$ cat src/sv/amb_pkg.sv
`default_nettype none
package amb_pkg;

  // Number of CORDIC steps, capped at the length of the arctangent table.
  localparam int TrigIterations = 16;
  localparam int AtanSteps      = 24;
  localparam int CordicSteps    = (TrigIterations < AtanSteps) ? TrigIterations : AtanSteps;
  // Register stages through the sine/cosine unit: reduction, the steps, flip and clamp.
  localparam int CordicLat      = CordicSteps + 2;

  localparam logic signed [33:0] Q28TwoPi  = 34'sd1686629713;
  localparam logic signed [33:0] Q28Pi     = 34'sd843314857;
  localparam logic signed [33:0] Q28HalfPi = 34'sd421657428;
  localparam logic signed [33:0] Q30Gain   = 34'sd652032874;
  localparam logic signed [33:0] Q30One    = 34'sd1073741824;
  localparam logic signed [31:0] Q16One    = 32'sd65536;

  localparam logic signed [33:0] AtanTable [AtanSteps] = '{
    34'sd210828714, 34'sd124459457, 34'sd65760959, 34'sd33381290, 34'sd16755422,
    34'sd8385879, 34'sd4193963, 34'sd2097109, 34'sd1048571, 34'sd524287,
    34'sd262144, 34'sd131072, 34'sd65536, 34'sd32768, 34'sd16384, 34'sd8192,
    34'sd4096, 34'sd2048, 34'sd1024, 34'sd512, 34'sd256, 34'sd128, 34'sd64, 34'sd32
  };

  typedef struct packed {
    logic signed [15:0] angle_x;
    logic signed [15:0] angle_y;
    logic signed [15:0] angle_z;
    logic signed [31:0] scale_x;
    logic signed [31:0] scale_y;
    logic signed [31:0] scale_z;
    logic signed [31:0] shift_x;
    logic signed [31:0] shift_y;
    logic signed [31:0] shift_z;
  } in_beat_t;

  typedef struct packed {
    logic [1:0]         row_index;
    logic signed [31:0] entry_0;
    logic signed [31:0] entry_1;
    logic signed [31:0] entry_2;
    logic signed [31:0] entry_3;
    logic               last_row;
  } out_beat_t;

  // Scale and translation that travel beside the angles.
  typedef struct packed {
    logic signed [31:0] scale_x;
    logic signed [31:0] scale_y;
    logic signed [31:0] scale_z;
    logic signed [31:0] shift_x;
    logic signed [31:0] shift_y;
    logic signed [31:0] shift_z;
  } side_t;

  // Cosines and sines in Q30, clamped to plus or minus one.
  typedef struct packed {
    logic signed [31:0] cx;
    logic signed [31:0] sx;
    logic signed [31:0] cy;
    logic signed [31:0] sy;
    logic signed [31:0] cz;
    logic signed [31:0] sz;
  } trig_t;

  // Scaled matrix entries before saturation, plus the translation column.
  typedef struct packed {
    logic signed [34:0] m00;
    logic signed [34:0] m01;
    logic signed [34:0] m02;
    logic signed [34:0] m10;
    logic signed [34:0] m11;
    logic signed [34:0] m12;
    logic signed [34:0] m20;
    logic signed [34:0] m21;
    logic signed [34:0] m22;
    logic signed [31:0] shift_x;
    logic signed [31:0] shift_y;
    logic signed [31:0] shift_z;
  } mat_t;

  // Product of two Q30 values, rounded back to Q30.
  function automatic logic signed [31:0] mul30(logic signed [31:0] a, logic signed [31:0] b);
    logic signed [63:0] p;
    p = 64'(a) * 64'(b) + (64'sd1 <<< 29);
    return 32'(p >>> 30);
  endfunction

  // Q30 rotation entry times Q16.16 scale, rounded to Q16.16, not yet saturated.
  function automatic logic signed [34:0] scale30(logic signed [32:0] r, logic signed [31:0] s);
    logic signed [64:0] p;
    p = 65'(r) * 65'(s) + (65'sd1 <<< 29);
    return 35'(p >>> 30);
  endfunction

  // Saturate to the signed 32-bit range.
  function automatic logic signed [31:0] sat32(logic signed [34:0] v);
    logic signed [31:0] r;
    if (v > 35'sd2147483647) begin
      r = 32'sh7fffffff;
    end else if (v < -35'sd2147483648) begin
      r = 32'sh80000000;
    end else begin
      r = v[31:0];
    end
    return r;
  endfunction

endpackage
`default_nettype wire

$ cat src/sv/amb_cordic.sv
`default_nettype none
module amb_cordic (
  input  logic               clk,
  input  logic               rst,
  input  logic               en,
  input  logic               in_valid,
  input  logic signed [15:0] angle,
  output logic               out_valid,
  output logic signed [31:0] cos_q,
  output logic signed [31:0] sin_q
);
  import amb_pkg::*;

  logic signed [33:0] x_q [CordicSteps+1];
  logic signed [33:0] y_q [CordicSteps+1];
  logic signed [33:0] z_q [CordicSteps+1];
  logic               f_q [CordicSteps+1];
  logic [CordicSteps:0] v_q;

  logic signed [33:0] z_wide, z_wrap, z_red;
  logic               flip;
  logic signed [33:0] x_fin, y_fin;

  // Angle to Q28, one wrap into (-pi, pi], then fold into the right half-plane.
  always_comb begin
    z_wide = 34'(angle) <<< 16;
    if (z_wide > Q28Pi) begin
      z_wrap = z_wide - Q28TwoPi;
    end else if (z_wide <= -Q28Pi) begin
      z_wrap = z_wide + Q28TwoPi;
    end else begin
      z_wrap = z_wide;
    end
    flip = 1'b1;
    if (z_wrap > Q28HalfPi) begin
      z_red = z_wrap - Q28Pi;
    end else if (z_wrap < -Q28HalfPi) begin
      z_red = z_wrap + Q28Pi;
    end else begin
      z_red = z_wrap;
      flip  = 1'b0;
    end
  end

  always_ff @(posedge clk) begin
    if (en) begin
      x_q[0] <= Q30Gain;
      y_q[0] <= '0;
      z_q[0] <= z_red;
      f_q[0] <= flip;
    end
  end

  // One rotation step per stage.
  for (genvar k = 0; k < CordicSteps; k++) begin : g_step
    always_ff @(posedge clk) begin
      if (en) begin
        f_q[k+1] <= f_q[k];
        if (z_q[k] >= 0) begin
          x_q[k+1] <= x_q[k] - (y_q[k] >>> k);
          y_q[k+1] <= y_q[k] + (x_q[k] >>> k);
          z_q[k+1] <= z_q[k] - AtanTable[k];
        end else begin
          x_q[k+1] <= x_q[k] + (y_q[k] >>> k);
          y_q[k+1] <= y_q[k] - (x_q[k] >>> k);
          z_q[k+1] <= z_q[k] + AtanTable[k];
        end
      end
    end
  end

  // Undo the fold and clamp to plus or minus one.
  always_comb begin
    x_fin = f_q[CordicSteps] ? -x_q[CordicSteps] : x_q[CordicSteps];
    y_fin = f_q[CordicSteps] ? -y_q[CordicSteps] : y_q[CordicSteps];
    if (x_fin > Q30One) x_fin = Q30One;
    if (x_fin < -Q30One) x_fin = -Q30One;
    if (y_fin > Q30One) y_fin = Q30One;
    if (y_fin < -Q30One) y_fin = -Q30One;
  end

  always_ff @(posedge clk) begin
    if (en) begin
      cos_q <= x_fin[31:0];
      sin_q <= y_fin[31:0];
    end
  end

  // Valid bits follow the data.
  always_ff @(posedge clk) begin
    if (rst) begin
      v_q       <= '0;
      out_valid <= 1'b0;
    end else if (en) begin
      v_q       <= {v_q[CordicSteps-1:0], in_valid};
      out_valid <= v_q[CordicSteps];
    end
  end

endmodule
`default_nettype wire

$ cat config.mk
export PLATFORM = sky130hd
export DESIGN_NAME = amb_cordic
export DESIGN_NICKNAME = d
export VERILOG_FILES = /design/src/sv/amb_pkg.sv /design/src/sv/amb_cordic.sv
export SDC_FILE = /design/constraint.sdc
export NUM_CORES = 2
export LEC_CHECK = 0
export BUFFER_PORTS_ARGS = -buffer_cell sky130_fd_sc_hd__clkbuf_2
export CAP_MARGIN = 20
export CORE_MARGIN = 2
export CORE_UTILIZATION = 45
export DETAILED_ROUTE_END_ITERATION = 7
export PLACE_DENSITY = 0.57
export SKIP_CTS_REPAIR_TIMING = 1
export SLEW_MARGIN = 20
export SYNTH_ARGS = -nofsm -noshare
export SYNTH_HDL_FRONTEND = slang
export SYNTH_SLANG_ARGS = --single-unit
$ cat constraint.sdc
create_clock -name clk -period 8.9 [get_ports clk]
set_input_delay 2.225 -clock clk [delete_from_list [all_inputs] [get_ports clk]]
set_output_delay 2.225 -clock clk [all_outputs]
set_load 0.005 [all_outputs]
==> metrics.md <==
| Metric | Value |
|---|---|
| Outcome | `completed` |
| Number of global-route vias before repair | `96200` |
| Mapped Avg Cell Area | `9.49 um^2` |
| GRT Total Usage | `24.1%` |
| Final setup viols | `0` |
| CTS tree | `built` |
| Core Area | `279000 um^2` |
| Peak fanout along the critical path | `45` |
| Most common cell in the synthesized netlist | `edfxtp_1` |
| Critical path type | `in2reg` |
| WP buf/inv | `2` |
| H-tree depth reported by CTS | `4` |
| Max Freq | `143 MHz` |
| RePlAce Congestion | `0.941` |
| Synth warn | `0` |
| Ys async rst share | `0%` |
| Row cnt | `194` |
| Top post-synthesis cells by count | `edfxtp_1 (1512), xnor2_1 (1301), ha_1 (1234)` |
| Slew @ Worst Pin | `1.11 ns` |
| Clock slew at reported path FFs | `0.06 ns` |
| Sequential area share after synthesis | `36.2%` |
| First-pass GRT wire length | `553000 um` |
| Critical path's largest stage delay | `0.68 ns` |
| Critical Path RT | `9.51 ns` |
| Largest net degree at the start of global routing | `113` |
| Post-synth EDFFs | `1512` |
| Syn nets | `14600` |
| Crit share post-route | `78.8%` |
| Slowest-stage cell, CP | `inv_2` |
| Vias per inst | `5.82` |
| Top cell type's share of synthesized area | `35.9%` |
| Share of layout cells above drive strength 1 | `5.16%` |
| Final wirelength | `353000 um` |
| Drt wl/cell | `20.6 um` |
| Crit start category | `input port` |
| Max_slew headroom | `24.7%` |
| Die area | `285000 um^2` |
| Number of routed nets with antenna violations | `0` |
| Setup crit end kind | `flop` |
| Most used DFF post-synth | `edfxtp_1` |
| Layout area overhead | `8.27%` |
| GRT overflow | `0` |
| Fin nets | `14600` |
| Clock Tree Buf Depth | `4` |
| # DRC | `0` |
| CP arrival | `7.62 ns` |
| Unrepaired setup endpoints after global routing | `false` |
| Ranking of synthesized cells by area | `edfxtp_1 (36%), ha_1 (12%), xnor2_1 (9.0%)` |
| Fin. Hold Viols | `0` |
| Setup TNS | `0 ns` |
| CTS Buf Count | `188` |
| CTS Sinks | `1530` |
| Buffers on Ports | `84` |
| Die height | `534 um` |
| Yosys reg bits | `1530` |
| Die extent in x | `534 um` |
| Setup Skew | `0.0385 ns` |
| Pre-antenna DRT Iters | `6` |
| Critical-path cell list | `buf_12 -> nand2_4 -> inv_2 -> a211oi_1 -> a21oi_1 -> ha_1 -> a21oi_1 -> o22ai_1 -> or4b_2 -> o21ai_0 -> o21ai_0 -> a211oi_1 -> o21ai_0 -> a2111o_1 -> a31o_2 -> a21oi_1 -> xnor2_1` |
| Vias | `100000` |
| Detailed placer's ending HPWL | `280000 um` |
| Post-synthesis cell type count | `103` |
| Worst Hold Class | `reg2reg` |
| Initial antenna violation count | `6` |
| Syn Inst Count | `13300` |
| DR iter-0 viols | `7093` |
| Initial core utilization | `45.2%` |
| Crit path time final | `7.01 ns` |
| Final Slew Violations | `0` |
| Worst-skew pair later-pin latency | `0.87 ns` |
| Synth area leader | `edfxtp_1` |
| Max Cap Violations | `0` |
| Post-Syn Area | `126000 um^2` |
| Crit path max-delay family | `compound AO/OA/AOI/OAI gates` |
| Root Buffer | `clkbuf_16` |
| Num ports | `85` |
flip-flops by register name, indices dropped and copies added (netlist names):
signal and count:
cos_q 32, f_q 17, out_valid 1, sin_q 32, v_q 17, x_q 484, y_q 511, z_q 436
per-layer routing:
| metal | global-route usage (%) | share of wire (%) | up-vias |
|---|---|---|---|
| li1 | - | - | 49200 |
| met5 | 0 | 0 | - |
| met3 | 2.31 | 4.1 | 451 |
| met2 | 40.9 | 47 | 2212 |
| met1 | 32.7 | 46 | 48300 |
| met4 | 6.47 | 2.5 | 0 |
metrics by stage:
| stage | worst slack, ns | hold WS [ns] | utilization, % | cell area [um^2] | cells |
|---|---|---|---|---|---|
| floorplan | 1.23 | 0.400 | - | 126000 | 13300 |
| global placement | 1.19 | 0.401 | 46.8 | 131000 | 16900 |
| detailed placement | 1.11 | 0.406 | 46.8 | 131000 | 16900 |
| CTS | 1.99 | 0.411 | 49.0 | 137000 | 17200 |
| global route | 1.57 | 0.423 | 49.0 | 137000 | 17200 |
| finish | 1.89 | 0.407 | 49.0 | 137000 | 17200 |
logic make-up (layout without fill, tap and decap cells):
logic type      after synthesis  count (layout)  synth area share (%)
simple gates               3573            3573                  13.8
fa+ha+maj                  1284            1284                  12.9
other cells                   0               5                     0
flops                      1530            1530                  36.2
buf+inv                     951            1110                  2.90
mux                         122             122                  1.01
xor+xnor                   1967            1967                  13.6
compound gates             3883            3883                  19.5
final timing paths:
check,to,slack (ns),cells after the start,start
setup / recovery,y_q[3][33]$_DFFE_PP_,1.89,17,en
hold / removal,z_q[13][15]$_DFFE_PP_,0.41,0,z_q[12][15]$_DFFE_PP_
setup reg to reg,y_q[3][33]$_DFFE_PP_,2.95,16,z_q[2][33]$_DFFE_PP_
hold reg to reg,z_q[13][15]$_DFFE_PP_,0.41,0,z_q[12][15]$_DFFE_PP_
cell usage in the layout (no fill, tap or decap), types with 226 or more instances in the layout:
cell type and count:
a21o_1 512, a21oi_1 1230, edfxtp_1 1512, ha_1 1234, inv_1 598, nand2_1 796
nand3_1 226, nor2_1 1068, nor3_1 313, o21ai_0 754, xnor2_1 1301, xor2_1 666
final cells by class:
type / count / area, um^2
Clock inverter: 105 / 1030
Clock buffer: 227 / 4960
Sequential cell: 1530 / 45800
Fill cell: 25900 / 143000
Multi-Input combinational cell: 10800 / 77000
Timing Repair Buffer: 170 / 1110
Tap cell: 3724 / 4660
Antenna cell: 5 / 12.5
Inverter: 608 / 2280
Power is not shown: default switching activity piles up to over one toggle a cycle in this logic, so the estimate is an artifact.
